[config.mk]
export PLATFORM = sky130hd
export DESIGN_NAME = mnst_ram
export DESIGN_NICKNAME = d
export VERILOG_FILES = /design/src/rtl/mnst_ram.sv
export SDC_FILE = /design/constraint.sdc
export NUM_CORES = 1
export LEC_CHECK = 0
export BUFFER_PORTS_ARGS = -buffer_cell sky130_fd_sc_hd__buf_2
export CAP_MARGIN = 10
export CORE_MARGIN = 2
export CORE_UTILIZATION = 40
export DETAILED_ROUTE_END_ITERATION = 8
export GPL_ROUTABILITY_DRIVEN = 0
export PLACE_DENSITY = 0.58
export SLEW_MARGIN = 0
export SYNTH_ARGS = -nofsm -noshare
export SYNTH_HDL_FRONTEND = slang
export SYNTH_SLANG_ARGS = --single-unit
[constraint.sdc]
create_clock -name clk -period 5.6 [get_ports clk]
set_input_delay 1.12 -clock clk [delete_from_list [all_inputs] [get_ports clk]]
set_output_delay 1.12 -clock clk [all_outputs]
set_load 0.005 [all_outputs]
[src/rtl/mnst_ram.sv]
// Generic single write port RAM with registered read.
`timescale 1ns / 1ps

module mnst_ram #(
	parameter int WIDTH = 8,
	parameter int DEPTH = 16
) (
	input  logic                     clk,
	input  logic                     we,
	input  logic [$clog2(DEPTH)-1:0] waddr,
	input  logic [WIDTH-1:0]         wdata,
	input  logic [$clog2(DEPTH)-1:0] raddr,
	output logic [WIDTH-1:0]         rdata
);

	logic [WIDTH-1:0] mem [DEPTH];

	always_ff @(posedge clk) begin
		if (we) begin
			mem[waddr] <= wdata;
		end
		rdata <= mem[raddr];
	end

endmodule

# After elaboration in Yosys (flattened, before gate mapping)

Memories as Yosys holds them, arrays and structs flattened. A register that Yosys moved wholly into a read port is not among the register bits.
Cells that the tools add are included.
Widths: inputs -> output; s select.

Flip-flop bits (word level): 0
Bits in writable memories: 128
Word-level logic and storage cells: 3
Output and inout port bits: 8
Input port bits: 18
Memories kept: 1

Memories:

| name | words | width | rd ports | clocked after Yosys merged registers in | wr ports | line | RTL |
|---|---|---|---|---|---|---|---|
| mem  | 16    | 8     | 1        | 1                                       | 1        | 16   | `logic [WIDTH-1:0] mem [DEPTH];` |

Muxes and demuxes: 2

Operators by type and width:

| operator | count |
|---|---|
| $mux 1   | 2 |

# Logic depth before layout (Yosys ltp)

Gate-level depths: netlist of the first run.

Depth after elaboration: 2
Gate-level depth with buffers: 5
Gate-level depth less buffers: 3

# Worst setup path before layout of the first run

No wires, ideal clock.

Path type: input to register
From: input waddr[2]
To: memory mem[0][0], enable pin
Setup time: 0.383 ns
Stages on the path: 2
Path slack: 2.987 ns
Arrival time: 2.230 ns
Cells stage by stage: or3b_2 > nor3_1

RTL lines:

| element            | line | RTL |
|---|---|---|
| start: declaration | 10   | `input logic [$clog2(DEPTH)-1:0] waddr,` |
| end: declaration   | 16   |  |

Straight into the memory's write port.

==> results of run 1 <==
## logic make-up (layout without fill, tap and decap cells)
group | after synthesis | after routing | share of synthesized area
flops | 136 | 136 | 0.778
simple gates | 35 | 35 | 0.0318
mux | 32 | 32 | 0.150
compound gates | 16 | 16 | 0.0233
buf+inv | 10 | 60 | 0.0168
## flip-flops by register name, indices dropped and copies added, names as in the netlist
signal  flops
rdata       8
mem       128
## metrics by stage
| step | total power [W] | hold slack, ns | utilization |
|---|---|---|---|
| floorplan | 0.00122 | 0.629 | - |
| global placement | 0.00126 | 0.653 | 0.431 |
| detailed placement | 0.00126 | 0.666 | 0.431 |
| CTS | 0.00237 | 0.678 | 0.479 |
| global route | 0.00243 | 0.690 | 0.479 |
| finish | 0.00236 | 0.667 | 0.479 |
## layout by cell type (no fill, tap or decap)
| cell type | synthesis | final |
|---|---|---|
| and2b_1 | 1 | 1 |
| clkbuf_1 | 0 | 4 |
| nor3_1 | 4 | 3 |
| nand2_1 | 9 | 9 |
| buf_2 | 3 | 25 |
| clkinv_4 | 0 | 1 |
| a22oi_1 | 16 | 16 |
| or3b_2 | 1 | 1 |
| and2_1 | 1 | 1 |
| nand2b_1 | 2 | 2 |
| nand3_1 | 1 | 1 |
| nor3_2 | 0 | 1 |
| edfxtp_1 | 128 | 128 |
| buf_4 | 1 | 3 |
| bufinv_16 | 0 | 4 |
| clkbuf_16 | 0 | 17 |
| mux4_1 | 14 | 14 |
| mux4_2 | 18 | 18 |
| dfxtp_1 | 8 | 8 |
| nor2_1 | 13 | 13 |
| clkinv_2 | 0 | 2 |
| nand3b_1 | 2 | 2 |
| clkinv_1 | 0 | 4 |
| nor2b_1 | 1 | 1 |
## area by class of cell
class	count	share of cell area
timing repair buffer	28	0.0245
clock inverter	11	0.0256
clock buffer	21	0.0731
tap	172	0.0357
multi-input combinational	83	0.176
sequential	136	0.665
## power by group through the flow
stage	Clock, W	Sequential, W	Combinational (W)
floorplan	0	0.00116	0.0000578
global placement	0	0.00117	0.0000979
detailed placement	0	0.00117	0.0000988
CTS	0.00113	0.00115	0.0000991
global route	0.00118	0.00115	0.000106
finish	0.00112	0.00115	0.0000969
## tightest hold or removal path, cell delays in order (launching register included)
cell and delay, ns:
edfxtp_1 0.31, mux4_2 0.22, a22oi_1 0.05, nand2_1 0.06
## path summary, 6_finish.rpt
path              end  slack [ns]  depth (start not counted)
min reg2reg  rdata[5]        0.67                          3
max          rdata[3]        2.96                          4
max reg2reg  rdata[4]        4.26                          3
min          rdata[5]        0.67                          3
## routing by layer
metal | up-vias | wire length (um) | part of all wire
met5 | - | 0 | 0
met1 | 1212 | 4360 | 0.46
met3 | 7 | 349 | 0.037
li1 | 1049 | - | -
met2 | 61 | 4710 | 0.49
met4 | 0 | 116 | 0.012
==> results.toml, run 1 <==
[outcome]
status = "completed"

[yosys]
synth_top_area_share = 0.747
synth_area_per_cell_sq_um = 22.5
synth_most_common_cell = "edfxtp_1"
yosys_register_bits = 136
synthCells = 229
ys.warnings.count = 0
synthArstFlopShare = 0
synth_edf_count = 128
yosys-top-cells-area = "edfxtp_1 (75%), mux4_2 (7.9%), mux4_1 (7.1%)"
synth_flop_cell = "edfxtp_1"
netlist_top_cells_count = "edfxtp_1 (128), mux4_2 (18), a22oi_1 (16)"
yosysSeqAreaShare = 0.778
syn_nets = 247
yosys.area.top_type = "edfxtp_1"
synthDistinctLibCells = 19
syn_area_sq_um = 5150

[power]
p_sw_w = 0.000442
p_comb_frac = 0.041
p_leak_nw = 2.00
p_seq_frac = 0.485
swShare = 0.187
power_frac_clock = 0.473
p_int_w = 0.00192
p_per_area_nw_per_um2 = 392
vdd_drop_max_mv = 0.223

[placement]
dp_cells = 418
place_area_sq_um = 5420
io_buffers = 25
hpwl_um = 5800
place_ws_ns = 2.43

[finish]
diodes = 0
finish.instance_area_sq_um = 6020
nFillCells = 1007
regArea_sq_um = 4000
finalNonFillerCells = 451
final_net_count = 284
drive_gt1_frac = 0.258
multi_input_area_sq_um = 1060
synthToLayoutAreaGrowth_pct = 17.0

[clock_network]
root_buffer = "clkbuf_16"
cts-hold-fix-buffers = 0
insertion_delay_ns = 0.41
postCtsSetupRepairBufs = 0
clk_pin_slew_worst_paths_ns = 0.05
numCtsBuffers = 17
htree_levels = 4
clock_sinks = 136
cts_resized = 0
clk_path_buf_depth = 2
cts_tree = "built"

[floorplan]
io-pin-count = 26
die_height_um = 117
fp.dieW_um = 117
core.rowCount = 41
design.core.area_sq_um = 12600
initial_core_util = 0.410
dieArea_sq_um = 13800

[sta]
max_freq_ghz = 0.379
finClkSkew_ns = 0.0135
fin_crit_sh = 0.472
finalMaxSlewViolations = 0
slew_headroom = 0.291
worst_slack_ns = 2.96
final-hold-violation-count = 0
tns_ns = 0
worst_pin_slew_ns = 1.06
finalSetupViolations = 0
finalCriticalPeriod_ns = 2.64
rsz0062_at_grt = "no"

[setup_path]
r2r_start = "mem[9][4]"
cp-startpoint = "raddr[0]"
critPathLaunchType = "input port"
crit_buf_inv = 1
critPathKind = "in2reg"
crit_family = "buffers and inverters"
crit_arrival_ns = 2.93
worstPathMaxFanout = 32
slowest_stage = "buf_2"
path_cells = "buf_2 -> mux4_1 -> a22oi_1 -> nand2_1"
crit_required_ns = 5.89
end_kind = "register"
max_stage_delay_ns = 0.77

[grt]
grtUsageTotal = 0.148
grt_max_degree = 33
grt_pass1_vias = 2375
grt_pass1_wl_um = 14300
gr-total-overflow = 0
met2_usage = 0.230
antenna_found_initial = 0
met3_usage = 0.0418
grt.busiest_layer = "met2"
use_met1 = 0.197

[routing]
vias = 2329
finalWirelength_um = 9540
first_pass_iters = 5
wl_per_cell_um = 21.1
via_per_inst = 5.16
drt.antenna.violating_nets = 0
drc = 0
drtIter0Drc = 240

[flow_run]
drv_cap = 0

[worst_hold_path]
min_from = "mem[14][5]"
hold_path_class = "reg2reg"
Note: power is estimated with default switching activity, not from simulation.
==> run 2: changes to the inputs <==
ABC_AREA = 1   (was default)
PLACE_DENSITY = 0.6   (was 0.58)
clock period = 2.35 ns   (was 5.6 ns; I/O delays follow)
==> results.toml, run 2 <==
[routing]
wl_per_cell_um = 17.6
drt.antenna.violating_nets = 0
drtIter0Drc = 333
first_pass_iters = 4
finalWirelength_um = 13700
via_per_inst = 4.97
drc = 0
vias = 3858

[sta]
finalCriticalPeriod_ns = 1.46
finClkSkew_ns = 0.00627
finalSetupViolations = 0
rsz0062_at_grt = "no"
tns_ns = 0
finalMaxSlewViolations = 0
slew_headroom = 0.433
worst_pin_slew_ns = 0.847
fin_crit_sh = 0.621
max_freq_ghz = 0.685
final-hold-violation-count = 0
whs_ns = 0.424

[floorplan]
initial_core_util = 0.412
design.core.area_sq_um = 14000
dieArea_sq_um = 15400
io-pin-count = 26
fp.dieW_um = 124
core.rowCount = 43
die_height_um = 124

[setup_path]
crit_arrival_ns = 1.77
critPathKind = "in2reg"
critPathLaunchType = "input port"
worst_path_most_repeated_cell = "nand3_1"
slowest_stage = "buf_4"
crit_required_ns = 2.66
path_cells = "buf_2 -> buf_4 -> nand2_1 -> nand3_1 -> nand3_1 -> nand3_1 -> nand2_1"
end_kind = "register"
worstPathMaxFanout = 64
reg2reg_depth = 6
max_stage_delay_ns = 0.57

[power]
swShare = 0.218
p_per_area_nw_per_um2 = 858
p_seq_frac = 0.480
vdd_drop_max_mv = 0.590
p_int_w = 0.00446
power_frac_clock = 0.463
p_leak_nw = 2.86
p_sw_w = 0.00124
p_comb_frac = 0.057
power.total_w = 0.00570

[clock_network]
clk_path_buf_depth = 2
postCtsSetupRepairBufs = 0
cts_tree = "built"
insertion_delay_ns = 0.43
clock_sinks = 136
cts-hold-fix-buffers = 0
cts_resized = 0
htree_levels = 4
clk_pin_slew_worst_paths_ns = 0.06
numCtsBuffers = 17
root_buffer = "clkbuf_16"

[grt]
antenna_found_initial = 0
gr-total-overflow = 0
grtUsageTotal = 0.196
grt_pass1_vias = 3743
grt_pass1_wl_um = 21400
grt_max_degree = 65

[yosys]
synth_edf_count = 128
synth_top_area_share = 0.667
synth_flop_cell = "edfxtp_1"
syn_area_sq_um = 5770
yosys_register_bits = 136
yosys-top-cells-area = "edfxtp_1 (67%), nand2_1 (11%), nand3_1 (8.4%)"
synthCells = 551
netlist_top_cells_count = "nand2_1 (173), edfxtp_1 (128), inv_1 (100)"
synth_area_per_cell_sq_um = 10.5
yosysSeqAreaShare = 0.694
syn_nets = 569
synth_most_common_cell = "nand2_1"
synthDistinctLibCells = 12
yosys.area.top_type = "edfxtp_1"
synthArstFlopShare = 0
ys.warnings.count = 0

[outcome]
status = "completed"

[finish]
layout_commonest_cell = "nand2_1"
drive_gt1_frac = 0.112
final_net_count = 601
reg_top3 = "mem: 128 flops, rdata: 8 flops"
finalNonFillerCells = 776
nFillCells = 1301
mostFrequentLayoutCells = "nand2_1 (173), edfxtp_1 (128), inv_1 (100)"
diodes = 0
top_register = "mem"
largest_register_ffs = 128
synthToLayoutAreaGrowth_pct = 15.1

[worst_hold_path]
holdPathStages = 3
hold_path_class = "in2reg"

[placement]
hpwl_um = 8370
io_buffers = 25
dp_cells = 744

[flow_run]
drv_cap = 0
[run 2: cell count changes in the layout (fill, tap and decap cells not counted), moves of 14 or more]
cell and change:
mux4_1 -14, nand2_1 +164, mux4_2 -18, nand3_1 +96, a22oi_1 -16, inv_1 +100
[run 2: final timing paths]
path,slack [ns],end,start
hold reg to reg,0.69,rdata[2],mem[7][2]
hold / removal,0.42,rdata[3],raddr[3]
setup reg to reg,1.28,rdata[5],mem[11][5]
setup / recovery,0.89,rdata[5],raddr[0]
[run 2: routing by layer]
| layer | global-route usage | wire length [um] |
|---|---|---|
| met1 | 0.273 | 6080 |
| met2 | 0.290 | 6180 |
| met3 | 0.0554 | 1080 |
| met4 | 0.0822 | 335 |
| met5 | 0 | 0 |
[run 2: power by group through the flow]
stage / logic [W] / clock network, W / registers [W]
finish: 0.000327 / 0.00263 / 0.00273
global route: 0.000366 / 0.00276 / 0.00274
CTS: 0.000328 / 0.00266 / 0.00274
detailed placement: 0.000326 / 0 / 0.00279
global placement: 0.000322 / 0 / 0.00278
floorplan: 0.000191 / 0 / 0.00278
[run 2: cells by family after synthesis]
family | synth area share
buffers and inverters | 0.0952
DFF | 0.694
and+or+nand+nor | 0.210
[run 2: through the flow]
stage                util  setup slack [ns]  instance area (sq um)
floorplan               -             0.929                   5770
global placement    0.433             0.502                   6050
detailed placement  0.433             0.471                   6050
CTS                 0.475             0.893                   6640
global route        0.475             0.803                   6640
finish              0.475             0.890                   6640
[run 2: layout make-up]
cell class,count,area [sq um],area share
Inverter,102,383,0.0577
Clock buffer,18,429,0.0646
Sequential cell,136,4000,0.603
Clock inverter,14,158,0.0237
Timing Repair Buffer,37,228,0.0343
Multi-Input combinational cell,289,1210,0.183
Tap cell,180,225,0.0339
[run 2: worst max-delay path: cells and delay by family]
kind / cells / cell delay [ns]
buffers and inverters: 2 / 0.67
and+or+nand+nor: 5 / 0.61
==> run 3: changes to the inputs <==
PLACE_DENSITY = 0.58   (was 0.6)
clock period = 1.5 ns   (was 2.35 ns; I/O delays follow)
==> results.toml, run 3 (synthesis results as in run 2) <==
[outcome]
status = "completed"

[grt]
grtUsageTotal = 0.186
grt_pass1_wl_um = 20300
grt_max_degree = 61
grt_pass1_vias = 3758
antenna_found_initial = 0
gr-total-overflow = 0

[setup_path]
slowest_stage = "dfxtp_1"
crit_required_ns = 1.20
crit_arrival_ns = 0.86
crit_buf_inv = 1
path_cells = "buf_2"
critPathKind = "reg2out"
max_stage_delay_ns = 0.34
crit_family = "flip-flops"
worstPathMaxFanout = 1
critPathLaunchType = "register"
end_kind = "primary output"

[sta]
finClkSkew_ns = 0.00584
finalSetupViolations = 0
finalCriticalPeriod_ns = 1.16
finalMaxSlewViolations = 0
worst_pin_slew_ns = 0.396
slew_headroom = 0.736
max_freq_ghz = 0.859
whs_ns = 0.288
tns_ns = 0
fin_crit_sh = 0.776
final-hold-violation-count = 0
rsz0062_at_grt = "no"

[clock_network]
root_buffer = "clkbuf_16"
htree_levels = 4
clock_sinks = 136
cts-hold-fix-buffers = 0
clk_pin_slew_worst_paths_ns = 0.06
cts_tree = "built"
clk_path_buf_depth = 2
cts_resized = 0
insertion_delay_ns = 0.41
numCtsBuffers = 17
postCtsSetupRepairBufs = 0

[routing]
drtIter0Drc = 395
wl_per_cell_um = 16.5
finalWirelength_um = 13000
first_pass_iters = 5
vias = 3824
drt.antenna.violating_nets = 0
drc = 0
via_per_inst = 4.85

[floorplan]
die_height_um = 124
core.rowCount = 43
io-pin-count = 26
fp.dieW_um = 124
design.core.area_sq_um = 14000
initial_core_util = 0.412
dieArea_sq_um = 15400

[finish]
nFillCells = 1318
final_net_count = 613
diodes = 0
synthToLayoutAreaGrowth_pct = 17.2
largest_register_ffs = 128
finish.instance_area_sq_um = 6760
top_register = "mem"
multi_input_area_sq_um = 1210
drive_gt1_frac = 0.130
mostFrequentLayoutCells = "nand2_1 (173), edfxtp_1 (128), inv_1 (100)"
layout_commonest_cell = "nand2_1"
finalNonFillerCells = 788
regArea_sq_um = 4000
reg_top3 = "mem: 128 flops, rdata: 8 flops"

[power]
p_per_area_nw_per_um2 = 1310
power_frac_clock = 0.456
vdd_drop_max_mv = 0.845
swShare = 0.209
p_comb_frac = 0.060
power.total_w = 0.00884
p_sw_w = 0.00185
p_seq_frac = 0.484
p_leak_nw = 2.93
p_int_w = 0.00699

[worst_hold_path]
hold_path_class = "in2reg"

[placement]
hpwl_um = 8070
place_area_sq_um = 6180
io_buffers = 25
dp_cells = 756

[flow_run]
drv_cap = 0
-- run 3: cell count changes in the layout (fill, tap and decap cells not counted), moves of 3 or more --
cell | before | now
buf_4 | 11 | 20
buf_12 | 1 | 4
clkbuf_1 | 1 | 4
clkbuf_8 | 0 | 3
clkinv_1 | 3 | 0
clkinv_4 | 3 | 0
-- run 3: worst paths after layout --
check,from,end,slack (ns),cells after the start
max,rdata[2],rdata[2],0.34,1
min,raddr[3],rdata[6],0.29,3
max reg2reg,mem[7][5],rdata[5],0.46,6
min reg2reg,mem[12][2],rdata[2],0.66,6
-- run 3: power by group through the flow --
stage	Clock [W]	Combinational [W]	Sequential, W
2_1_floorplan	0	0.000300	0.00435
3_3_place_gp	0	0.000528	0.00435
3_5_place_dp	0	0.000533	0.00435
4_1_cts	0.00409	0.000536	0.00428
5_1_grt	0.00428	0.000595	0.00428
6_report	0.00403	0.000529	0.00427
-- run 3: cell type report --
type | instances | share of cell area
Sequential cell | 136 | 0.592
Inverter | 102 | 0.0566
Tap cell | 180 | 0.0333
Multi-Input combinational cell | 289 | 0.180
Timing Repair Buffer | 49 | 0.0526
Clock inverter | 8 | 0.0144
Clock buffer | 24 | 0.0713
-- run 3: metrics by stage --
| step | utilization | setup slack [ns] |
|---|---|---|
| global route | 0.483 | 0.292 |
| finish | 0.483 | 0.336 |
| global placement | 0.442 | 0.107 |
| floorplan | - | 0.249 |
| detailed placement | 0.442 | 0.0775 |
| CTS | 0.483 | 0.296 |
-- run 3: per-layer routing --
layer	vias to the layer above	wire [um]	GRT usage
met1	1852	5850	0.240
met5	-	0	0
met2	90	6350	0.305
li1	1861	-	-
met3	21	531	0.0449
met4	0	272	0.0730
