$ cat src/rtl/mnst_pkg.sv
// Shared types and constants of the MIDI note state tracker.
`timescale 1ns / 1ps

package mnst_pkg;

	localparam int NUM_CHANNELS = 16;
	localparam int NUM_NOTES    = 128;
	localparam int NOTE_ROWS    = NUM_CHANNELS * 2;
	localparam int NOTE_AW      = $clog2(NOTE_ROWS);
	localparam int CTRL_DEPTH   = NUM_CHANNELS * NUM_NOTES;
	localparam int CTRL_AW      = $clog2(CTRL_DEPTH);
	localparam int WORD_W       = 64;
	localparam int POS_W        = $clog2(WORD_W);

	// message types (high nibble of the status byte)
	localparam logic [3:0] MSG_NOTE_OFF = 4'h8;
	localparam logic [3:0] MSG_NOTE_ON  = 4'h9;
	localparam logic [3:0] MSG_CTRL     = 4'hB;
	localparam logic [3:0] MSG_PITCH    = 4'hE;

	// controller number meaning "all notes off"
	localparam logic [6:0] CTRL_ALL_OFF = 7'd123;

	typedef enum logic [2:0] {
		EV_NOTE_ON  = 3'd0,
		EV_NOTE_OFF = 3'd1,
		EV_RELEASED = 3'd2,
		EV_PITCH    = 3'd3,
		EV_CTRL     = 3'd4
	} ev_kind_t;

	typedef struct packed {
		logic [7:0] status_byte;
		logic [6:0] data_one;
		logic [6:0] data_two;
	} cmd_t;

	typedef struct packed {
		ev_kind_t    event_kind;
		logic [3:0]  channel;
		logic [6:0]  note;
		logic [6:0]  velocity;
		logic [13:0] pitch_value;
		logic [6:0]  ctrl_number;
		logic [6:0]  ctrl_value;
		logic        group;
		logic [63:0] released_mask;
		logic        last;
	} result_t;

	// shared unit operations
	typedef enum logic [1:0] {
		OP_SET = 2'd0,
		OP_CLR = 2'd1,
		OP_EQ  = 2'd2,
		OP_NZ  = 2'd3
	} alu_op_t;

	typedef struct packed {
		alu_op_t            op;
		logic [WORD_W-1:0]  a;
		logic [WORD_W-1:0]  b;
		logic [POS_W-1:0]   pos;
	} alu_req_t;

	typedef struct packed {
		logic [WORD_W-1:0] y;
		logic              flag;
	} alu_rsp_t;

endpackage

$ cat src/rtl/mnst_alu.sv
// Shared bit set/clear, equality and non-zero unit.
`timescale 1ns / 1ps

module mnst_alu import mnst_pkg::*; (
	input  alu_req_t req,
	output alu_rsp_t rsp
);

	logic [WORD_W-1:0] oh;

	always_comb begin
		oh = '0;
		oh[req.pos] = 1'b1;
		rsp.y = req.a;
		rsp.flag = 1'b0;
		case (req.op)
			OP_SET: begin
				rsp.y = req.a | oh;
				rsp.flag = req.a[req.pos];
			end
			OP_CLR: begin
				rsp.y = req.a & ~oh;
				rsp.flag = req.a[req.pos];
			end
			OP_EQ: begin
				rsp.flag = (req.a == req.b);
			end
			OP_NZ: begin
				rsp.flag = |req.a;
			end
			default: begin
				rsp.flag = 1'b0;
			end
		endcase
	end

endmodule

$ cat config.mk
export PLATFORM = sky130hd
export DESIGN_NAME = mnst_alu
export DESIGN_NICKNAME = d
export VERILOG_FILES = /design/src/rtl/mnst_pkg.sv /design/src/rtl/mnst_alu.sv
export SDC_FILE = /design/constraint.sdc
export NUM_CORES = 1
export LEC_CHECK = 0
export ABC_AREA = 1
export BUFFER_PORTS_ARGS = -buffer_cell sky130_fd_sc_hd__buf_2
export CORE_MARGIN = 1.5
export CORE_UTILIZATION = 42
export DETAILED_ROUTE_END_ITERATION = 10
export PLACE_DENSITY_LB_ADDON = 0.15
export SYNTH_ARGS = -nofsm -noshare
export SYNTH_HDL_FRONTEND = slang
export SYNTH_SLANG_ARGS = --single-unit
$ cat constraint.sdc
create_clock -name vclk -period 1.2
set_input_delay 0.12 -clock vclk [all_inputs]
set_output_delay 0.12 -clock vclk [all_outputs]
set_load 0.01 [all_outputs]
### After elaboration in Yosys (flattened, before gate mapping)

Cells that the tools add are included.

* bits of input ports: 136
* word-level logic and storage cells: 19
* bits in registers: 0

* order comparisons: 2
* muxes and demuxes: 6
* bitwise logic cells: 3
* reductions and logical operators: 4
* equal/unequal tests: 4

Operators by type and width (count)
* 64-bit case mux with 2 select lines: 1
* 64-bit bitwise AND: 1
* 64-bit equality test: 1
* 64-bit NOT: 1
* 64-bit bitwise OR: 1
* 64-bit OR reduction: 1
* 6-bit by 7-bit less-than comparator with 1-bit output (second input constant): 1
* 1-bit binary-select mux with 6-bit select: 1
* 1-bit demux with 6-bit select: 1
* 6-bit by 1-bit greater-or-equal comparator with 1-bit output (second input constant): 1
* 2-bit equality test (second input constant): 2
* 1-bit case mux with 3 select lines: 1
* 2-bit by 1-bit equality test with 1-bit output (second input constant): 1
* 2-bit zero test: 1
* 1-bit two-way mux: 2
* 2-bit OR reduction: 1
* 1-bit logical AND: 1

### Logic depth before layout (Yosys ltp)

Gate-level depths: netlist of run 1.

* word-level depth: 7
* mapped depth: 12
* depth with buffers taken out: 12

### Worst setup path after synthesis of run 1

OpenSTA, ideal clock, no wires.

* kind: input to output
* start point: input port req[1] (netlist bit)
* end point: output port rsp[10] (netlist bit)
* buffers on the path: 1
* arrival: 1.175 ns
* data required time: 1.080 ns
* path slack: -0.095 ns
* stages on the path: 8
* path through: buf_6 -> nor2_4 -> inv_1 -> nor2_1 -> nand2_1 -> nor3_1 -> nor2_1 -> a21oi_1

RTL lines
* start: declaration: RTL line mnst_alu.sv:5 `input alu_req_t req,`
* end: declaration: RTL line mnst_alu.sv:6 `output alu_rsp_t rsp`

==> results.md, run 1 <==
- Critical Setup Path Class: in -> out
- Post-detailed-route via-to-cell ratio: a little over 5
- Area grow syn2layout: 89.6%
- X dimension of the die: between 90 and 100 µm
- Number of setup violations in the final report: 62
- Worst EP required: 1.08 ns
- Number of vias after detailed routing: about 6300
- Class of the tightest hold or removal check: in -> out
- Run status: complete, but fails checks
- Fin. max-slew vios: 0
- Core Box Area: between 7000 and 8000 µm²
- Total Wirelength: between 15000 and 20000 µm
- Count of buffering cells on the critical path with inverters included: 4
- Number of standard cells in the layout, taps in and fillers out: 1240
- Chip height: ~93 µm
- Average wire per standard cell: roughly 14 µm
- Final Wtd Congestion: about 1.1
- Final Worst Setup Slack: -0.426 ns
- Leak: approximately 4.2 nW
- Crit path largest cell delay: 0.23 ns
- Power per Cell Area: ~320 nW/µm²
- Count of cell types in the netlist: 22
- Post-detailed-placement half-perimeter wirelength: about 12000 µm
- DP Cell Count: 1220
- Multi-input gate area: approximately 3200 µm²
- Clock buffer instance count of the final layout: 0
- Count of nets left with antenna violations after detail routing: 0
- CP delay by family, top: simple AND/OR/NAND/NOR gates
- Wire length of the first global-routing pass: 24300 µm
- RSZ-0062 raised after global routing: yes
- Area used by sequential logic in the layout: 0 µm²
- Violation count after the first detailed-route iteration: about 650
- Number of top-level pins: approximately 200
- Critical path cell sequence: buf_12 -> buf_12 -> buf_4 -> o211ai_1 -> nand4_1 -> nand2_1 -> nand2_1 -> nor2_1 -> nand2_1 -> nand2_1 -> nand2_2 -> buf_6
- Cell with the most instances on the worst path: sky130_fd_sc_hd__nand2_1
- Number of cells produced by synthesis: ~800
- VDD IR max: between 0.15 and 0.2 mV
- Number of buffers inserted by port buffering: 201
- Die outline area: a little under 9000 µm²
- Leading cell types by total area after synthesis: sky130_fd_sc_hd__nand2_1 41%, sky130_fd_sc_hd__inv_1 20%, sky130_fd_sc_hd__nor2_1 10%, sky130_fd_sc_hd__o21ai_0 7.9%, sky130_fd_sc_hd__nand3_1 3.7%
- Initial core utilization: 43.9%
- Post-layout total power: between 2 and 2.5 mW
- Filler cell count: 555
- Final worst-path cycle share: 135%
- Dominant cell by count in the synthesized netlist: sky130_fd_sc_hd__nand2_1
- Warnings from Yosys: 0
- Violated checks: setup timing
- Drt first pass iters: 5
- Seq Cell Count: 0
- Maximum number of pins on one net before global-route repair: 24
- Row cnt: 32
- Netlist Area Pre-Place: roughly 3400 µm²
- Crit-path max FO: 7
- Final worst path period need: 1.63 ns
- Endpoint type of the worst setup path: output port
- Cell types with the highest counts after synthesis: 374 x sky130_fd_sc_hd__nand2_1, 185 x sky130_fd_sc_hd__inv_1, 95 x sky130_fd_sc_hd__nor2_1
- Final Hold Viols: 0
- Slew HR: roughly four fifths
- Fmax: around 0.62 GHz
- Avg Inst Size Synth: 4.19 µm²
- Via count of the first global-routing pass: 5458
- Total overflow reported by the global router: 0
- Post-synthesis net count: ~950
- Maximum capacitance violations: 0
- Number of DRC violations after detailed routing: 0
- Fraction of layout instances using a drive strength above 1: a little over two fifths
- CP arrival: between 1.5 and 2 ns
- Count of inserted antenna diode cells: 0
- Master of the slowest instance on the critical path: sky130_fd_sc_hd__o211ai_1
- Largest area contributor in the synthesized netlist: sky130_fd_sc_hd__nand2_1
- Initial antenna violation count: 0
- GR Util All Layers: between 30% and 40%
- Post-synthesis sequential area ratio: 0%
- Sort of element at the start of the critical path: input pin
- Final layout net count: 1276
- Area share of the largest cell type after synthesis: about 41%
- Worst slew pin tran: about 0.27 ns
[routing by layer]
layer | vias up | share of wire (%) | track usage [%]
met3 | 92 | 9.7 | 4.39
met5 | - | 0 | 0
met1 | 2740 | 38 | 41.4
li1 | 3070 | - | -
met2 | 408 | 47 | 62.8
met4 | 0 | 5.3 | 11.0
[through the flow]
step / hold slack [ns] / instance area (µm²) / setup slack, ns / utilization (%) / setup TNS, ns
2_1_floorplan: 0.369 / 3490 / -0.0277 / - / -0.131
3_3_place_gp: 0.605 / 5450 / -0.397 / 69.8 / -13.67
3_5_place_dp: 0.611 / 5450 / -0.388 / 69.8 / -15.11
4_1_cts: 0.614 / 6110 / -0.282 / 78.2 / -8.14
5_1_grt: 0.635 / 6500 / -0.506 / 83.2 / -13.73
6_report: 0.622 / 6500 / -0.426 / 83.2 / -10.44
[cell type report]
cell class	instances	area share, %
Inverter	187	11.1
Multi-Input combinational cell	614	49.8
Tap cell	102	1.96
Timing Repair Buffer	337	37.1
[logic make-up after synthesis]
logic type	count (synthesis)	synth area share (%)
buffers and inverters	204	23.1
xor gates and xnor gates	10	2.56
and+or+nand+nor	521	61.2
muxes	1	0.292
AOI/OAI and AO/OA	82	12.9
[tightest hold or removal path: cells and delay by family]
kind	cells	cell delay [ns]
buffers and inverters	3	0.30
muxes	1	0.08
[cells in the final DEF (no fill, tap or decap), types with 16 or more instances in the layout]
master and instances:
sky130_fd_sc_hd__nand2_4 16, sky130_fd_sc_hd__nor2_1 63, sky130_fd_sc_hd__nor2_4 27, sky130_fd_sc_hd__buf_4 101
sky130_fd_sc_hd__inv_1 172, sky130_fd_sc_hd__o21ai_2 25, sky130_fd_sc_hd__nand2_1 324, sky130_fd_sc_hd__nand3_1 25
sky130_fd_sc_hd__buf_6 40, sky130_fd_sc_hd__nand2_2 32, sky130_fd_sc_hd__buf_2 181, sky130_fd_sc_hd__o21ai_1 28
[repair_timing]
action                                  4_1_cts  5_1_grt
resized for setup                           194       93
hold buffers                                  0        0
endpoints found under the setup margin       65       65
setup buffers                                12       13
hold endpoints to repair                      0        0
pin swaps                                    46       28
cloned                                        1        0
[worst paths after layout]
check                from       to  depth (start not counted)
setup / recovery   req[0]   rsp[0]                         12
hold / removal    req[80]  rsp[11]                          4
[report_power, final]
group          leakage (nW)  switching, mW  internal [mW]  total (mW)
Sequential                0              0              0           0
Clock                     0              0              0           0
Combinational          4.16           1.14          0.931        2.07
Note: power is estimated with default switching activity, not from simulation.
==> run 2, diff against run 1 <==
--- a/config.mk
+++ b/config.mk
@@ -8,9 +8,10 @@
 export ABC_AREA = 1
 export BUFFER_PORTS_ARGS = -buffer_cell sky130_fd_sc_hd__buf_2
 export CORE_MARGIN = 1.5
-export CORE_UTILIZATION = 42
+export CORE_UTILIZATION = 45
 export DETAILED_ROUTE_END_ITERATION = 10
 export PLACE_DENSITY_LB_ADDON = 0.15
+export REMOVE_ABC_BUFFERS = 1
 export SYNTH_ARGS = -nofsm -noshare
 export SYNTH_HDL_FRONTEND = slang
 export SYNTH_SLANG_ARGS = --single-unit
==> constraint.sdc (replaced) <==
create_clock -name vclk -period 2
set_input_delay 0.2 -clock vclk [all_inputs]
set_output_delay 0.2 -clock vclk [all_outputs]
set_load 0.01 [all_outputs]
==> results.md, run 2 (synthesized netlist as in run 1, its figures left out) <==
- Post-detailed-route via-to-cell ratio: approximately 4.7
- Sort of element at the start of the critical path: input pin
- Area of placed instances: 4650 µm²
- DP Worst Slack: about 0.09 ns
- Endpoint type of the worst setup path: output port
- Row cnt: 31
- Maximum capacitance violations: 0
- Fmax: ~0.51 GHz
- Power per Cell Area: 183 nW/µm²
- Wire length of the first global-routing pass: between 20000 and 25000 µm
- Final Hold Viols: 0
- GR Util All Layers: about a third
- Fraction of layout instances using a drive strength above 1: a little under a quarter
- Clock buffer instance count of the final layout: 0
- Area used by sequential logic in the layout: 0 µm²
- Final layout net count: around 1200
- Count of inserted antenna diode cells: 0
- Initial core utilization: a little under half
- Area grow syn2layout: 36.2%
- Maximum number of pins on one net before global-route repair: roughly 50
- X dimension of the die: around 90 µm
- CP arrival: 1.74 ns
- Internal power summed over all cells: roughly 0.34 mW
- Clock group share of total power: 0%
- Worst slew pin tran: 0.581 ns
- RSZ-0062 raised after global routing: yes
- Leak: 3.19 nW
- Number of DRC violations after detailed routing: 0
- DP Cell Count: between 1000 and 1500
- Logic gate share of total power: 100.0%
- Hold Buf Count CTS: 0
- Worst EP required: 1.80 ns
- Seq Cell Count: 0
- Switching pwr: approximately 0.52 mW
- Total overflow reported by the global router: 0
- Final Worst Setup Slack: 0.0565 ns
- Final worst path period need: just under 2 ns
- Via count of the first global-routing pass: around 4700
- Final worst-path cycle share: a little over nine tenths
- Slew HR: 61.0%
- Worst setup endpoint: rsp[0]
- Post-layout total power: 0.855 mW
- Die outline area: between 8000 and 9000 µm²
- Most frequent cells in the layout: 373 x sky130_fd_sc_hd__nand2_1, 201 x sky130_fd_sc_hd__buf_2, 184 x sky130_fd_sc_hd__inv_1
- Critical Setup Path Class: in -> out
- Initial antenna violation count: 0
- Violation count after the first detailed-route iteration: ~280
- Average wire per standard cell: roughly 12 µm
- Run status: completed
- Number of buffers inserted by port buffering: 201
- Final Wtd Congestion: roughly 1.1
- Most common cell after layout, fill and taps aside: sky130_fd_sc_hd__nand2_1
- Core Box Area: 7290 µm²
- Number of setup violations in the final report: 0
- Chip height: roughly 90 µm
- Fin. max-slew vios: 0
- Drt first pass iters: 5
- VDD IR max: 0.117 mV
- Post-route setup TNS: 0 ns
- Class of the tightest hold or removal check: in -> out
- Filler cell count: between 800 and 900
- Total Wirelength: ~13000 µm
- Crit-path max FO: 8
- Count of nets left with antenna violations after detail routing: 0
- Post-detailed-placement half-perimeter wirelength: 11200 µm
- Number of vias after detailed routing: between 5000 and 6000
- Number of standard cells in the layout, taps in and fillers out: 1123
- Source of the critical timing path: req[1]
- Net Sw Frac: approximately 61%
- Post-route cell area: roughly 4700 µm²
- Number of top-level pins: 201
- Relative contribution of sequential cells to total power: 0%
-- run 2: area by class of cell --
class | count | area, µm² | area share (%)
Multi-Input combinational cell | 614 | 2640 | 56.6
Tap cell | 99 | 124 | 2.66
Inverter | 187 | 706 | 15.1
Timing Repair Buffer | 223 | 1200 | 25.6
-- run 2: worst max-delay path: stages --
cell,delay [ns]
sky130_fd_sc_hd__buf_2,0.18
sky130_fd_sc_hd__nand2_2,0.15
sky130_fd_sc_hd__clkinvlp_4,0.24
sky130_fd_sc_hd__o211ai_1,0.16
sky130_fd_sc_hd__nand2_1,0.07
sky130_fd_sc_hd__o21ai_0,0.18
sky130_fd_sc_hd__nand2_1,0.09
sky130_fd_sc_hd__nor2_1,0.13
sky130_fd_sc_hd__nand2_1,0.07
sky130_fd_sc_hd__nand2_1,0.06
sky130_fd_sc_hd__nand2_1,0.06
sky130_fd_sc_hd__buf_2,0.14
-- run 2: through the flow --
| step | hold WS [ns] | util (%) |
|---|---|---|
| 2_1_floorplan | 0.477 | - |
| 3_3_place_gp | 0.756 | 63.7 |
| 3_5_place_dp | 0.760 | 63.7 |
| 4_1_cts | 0.761 | 63.7 |
| 5_1_grt | 0.796 | 64.0 |
| 6_report | 0.761 | 64.0 |
-- run 2: power by group through the flow --
stage          clock network [mW]  logic (mW)  registers [mW]
2_1_floorplan                   0       0.436               0
3_3_place_gp                    0       0.834               0
3_5_place_dp                    0       0.840               0
4_1_cts                         0       0.844               0
5_1_grt                         0       0.965               0
6_report                        0       0.855               0
-- run 2: timing repair --
item,CTS,global route
resized for setup,0,3
endpoints found under the hold margin,0,0
setup endpoints to repair,0,4
buffers inserted,0,1
-- run 2: how the worst min path moves through the flow --
stage          startpoint  slack, ns  endpoint  cells past startpoint
2_1_floorplan    req[134]       0.48   rsp[10]                      1
3_3_place_gp      req[80]       0.76   rsp[11]                      4
3_5_place_dp      req[80]       0.76   rsp[11]                      4
4_1_cts           req[80]       0.76   rsp[11]                      4
5_1_grt           req[95]       0.80   rsp[26]                      4
6_report          req[80]       0.76   rsp[11]                      4
-- run 2: metal layers --
layer	share of wire (%)	wire (µm)	track usage (%)	vias up
met5	0	0	0	-
met4	2.2	291	7.01	0
met3	11	1420	4.71	22
met2	45	6010	55.0	263
met1	42	5560	41.7	2215
li1	-	-	-	2830
==> run 3, diff against run 2 <==
--- a/config.mk
+++ b/config.mk
@@ -7,8 +7,9 @@
 export LEC_CHECK = 0
 export ABC_AREA = 1
 export BUFFER_PORTS_ARGS = -buffer_cell sky130_fd_sc_hd__buf_2
+export CORE_ASPECT_RATIO = 1.5
 export CORE_MARGIN = 1.5
-export CORE_UTILIZATION = 45
+export CORE_UTILIZATION = 40
 export DETAILED_ROUTE_END_ITERATION = 10
 export PLACE_DENSITY_LB_ADDON = 0.15
 export REMOVE_ABC_BUFFERS = 1
==> results.md, run 3 (synthesized netlist as in run 1, its figures left out) <==
- Hold Buf Count CTS: 0
- Total overflow reported by the global router: 0
- Total number of cells along the worst setup path: 12
- Depth of the worst hold-timing path: 4
- Core Box Area: around 8400 µm²
- Master of the slowest instance on the critical path: sky130_fd_sc_hd__nor2_2
- Final worst path period need: about 1.9 ns
- Fin. max-slew vios: 0
- Endpoint type of the worst setup path: output port
- Logic gate share of total power: between 90% and 100%
- Clock group share of total power: 0%
- Number of vias after detailed routing: 5341
- RSZ-0062 raised after global routing: no
- Maximum capacitance violations: 0
- Via count of the first global-routing pass: about 4600
- Post-route setup TNS: 0 ns
- CP arrival: 1.70 ns
- Chip height: ~120 µm
- Final Wtd Congestion: a little under 1
- Relative contribution of sequential cells to total power: 0%
- Final layout net count: ~1200
- VDD IR max: about 0.10 mV
- Number of buffers inserted by port buffering: about 200
- Clock buffer instance count of the final layout: 0
- Class of the tightest hold or removal check: in -> out
- Net Sw Frac: about three fifths
- Number of DRC violations after detailed routing: 0
- Power per Cell Area: ~180 nW/µm²
- Sort of element at the start of the critical path: input pin
- Cell with the most instances on the worst path: sky130_fd_sc_hd__nand2_1
- Area used by sequential logic in the layout: 0 µm²
- Count of inserted antenna diode cells: 0
- Most frequent cells in the layout: 374 x sky130_fd_sc_hd__nand2_1, 201 x sky130_fd_sc_hd__buf_2, 184 x sky130_fd_sc_hd__inv_1
- Critical Setup Path Class: in -> out
- Internal power summed over all cells: 0.338 mW
- Most common cell after layout, fill and taps aside: sky130_fd_sc_hd__nand2_1
- GR Util All Layers: between 20% and 30%
- Leak: 3.21 nW
- Core Util, Final: between 50% and 60%
- Run status: completed
- Row cnt: between 40 and 50
- Count of buffering cells on the critical path with inverters included: 3
- Slew HR: about two thirds
- Worst EP required: about 1.8 ns
- DP Worst Slack: between 0.09 and 0.1 ns
- Maximum number of pins on one net before global-route repair: a little over 50
- Fmax: 0.526 GHz
- Average wire per standard cell: between 10 and 15 µm
- Filler cell count: slightly above 1000
- Initial antenna violation count: 0
- Switching pwr: roughly 0.51 mW
- Critical path cell sequence: buf_2 -> inv_1 -> nor2_2 -> nand3_1 -> nand2_1 -> o21ai_0 -> nand2_1 -> nor2_1 -> nand2_1 -> nand2_1 -> nand2_1 -> buf_2
- Area grow syn2layout: 36.8%
- Number of top-level pins: approximately 200
- Number of standard cells in the layout, taps in and fillers out: between 1000 and 1500
- Post-detailed-placement half-perimeter wirelength: 11700 µm
- Violation count after the first detailed-route iteration: 272
- X dimension of the die: around 79 µm
- Count of buffers added by post-CTS timing repair for setup: 0
- Number of setup violations in the final report: 0
- Final Worst Setup Slack: slightly below 0.1 ns
- Initial core utilization: 41.0%
- Multi-input gate area: 2630 µm²
- Crit-path max FO: 9
- Post-detailed-route via-to-cell ratio: roughly 4.7
- Seq Cell Count: 0
- Final Hold Viols: 0
- DP Cell Count: around 1100
- Wire length of the first global-routing pass: ~21000 µm
- Post-layout total power: 0.853 mW
- Worst slew pin tran: approximately 0.47 ns
- Die outline area: approximately 9100 µm²
- Count of nets left with antenna violations after detail routing: 0
- CP delay by family, top: simple AND/OR/NAND/NOR gates
- Drt first pass iters: 5
- Crit path largest cell delay: 0.39 ns
- Fraction of layout instances using a drive strength above 1: between 20% and 30%
- Final worst-path cycle share: between 90% and 100%
- Total Wirelength: 13700 µm
## run 3: through the flow
| stage | cell area [µm²] | hold WS (ns) |
|---|---|---|
| after floorplan | 3340 | 0.477 |
| after global placement | 4690 | 0.774 |
| after detailed placement | 4690 | 0.771 |
| after CTS | 4690 | 0.775 |
| after global routing | 4690 | 0.806 |
| final | 4690 | 0.768 |
## run 3: repair_timing
action | CTS | global route
resized for setup | 0 | 1
endpoints found under the hold margin | 0 | 0
endpoints found under the setup margin | 0 | 1
## run 3: worst min-delay path: cells and delay by family
family / cells / cell delay, ns
buffers and inverters: 2 / 0.23
AOI/OAI and AO/OA: 1 / 0.09
and+or+nand+nor: 1 / 0.04
## run 3: worst paths after layout
check	start	end	slack, ns
setup / recovery	req[2]	rsp[0]	0.1
hold / removal	req[70]	rsp[1]	0.77
## run 3: area by class of cell
cell class	count	area share, %
timing repair buffer	224	26.0
multi-input combinational	614	56.2
inverter	187	15.0
tap	107	2.86
## run 3: power groups by stage
stage	Sequential (mW)	Combinational, mW	Clock [mW]
final	0	0.853	0
after global routing	0	0.958	0
after CTS	0	0.852	0
after detailed placement	0	0.848	0
after global placement	0	0.843	0
after floorplan	0	0.436	0
## run 3: per-layer routing
metal	GRT usage, %	wire (µm)
met5	0	0
met4	9.64	496
met3	1.64	837
met2	55.5	7030
met1	32.3	5330
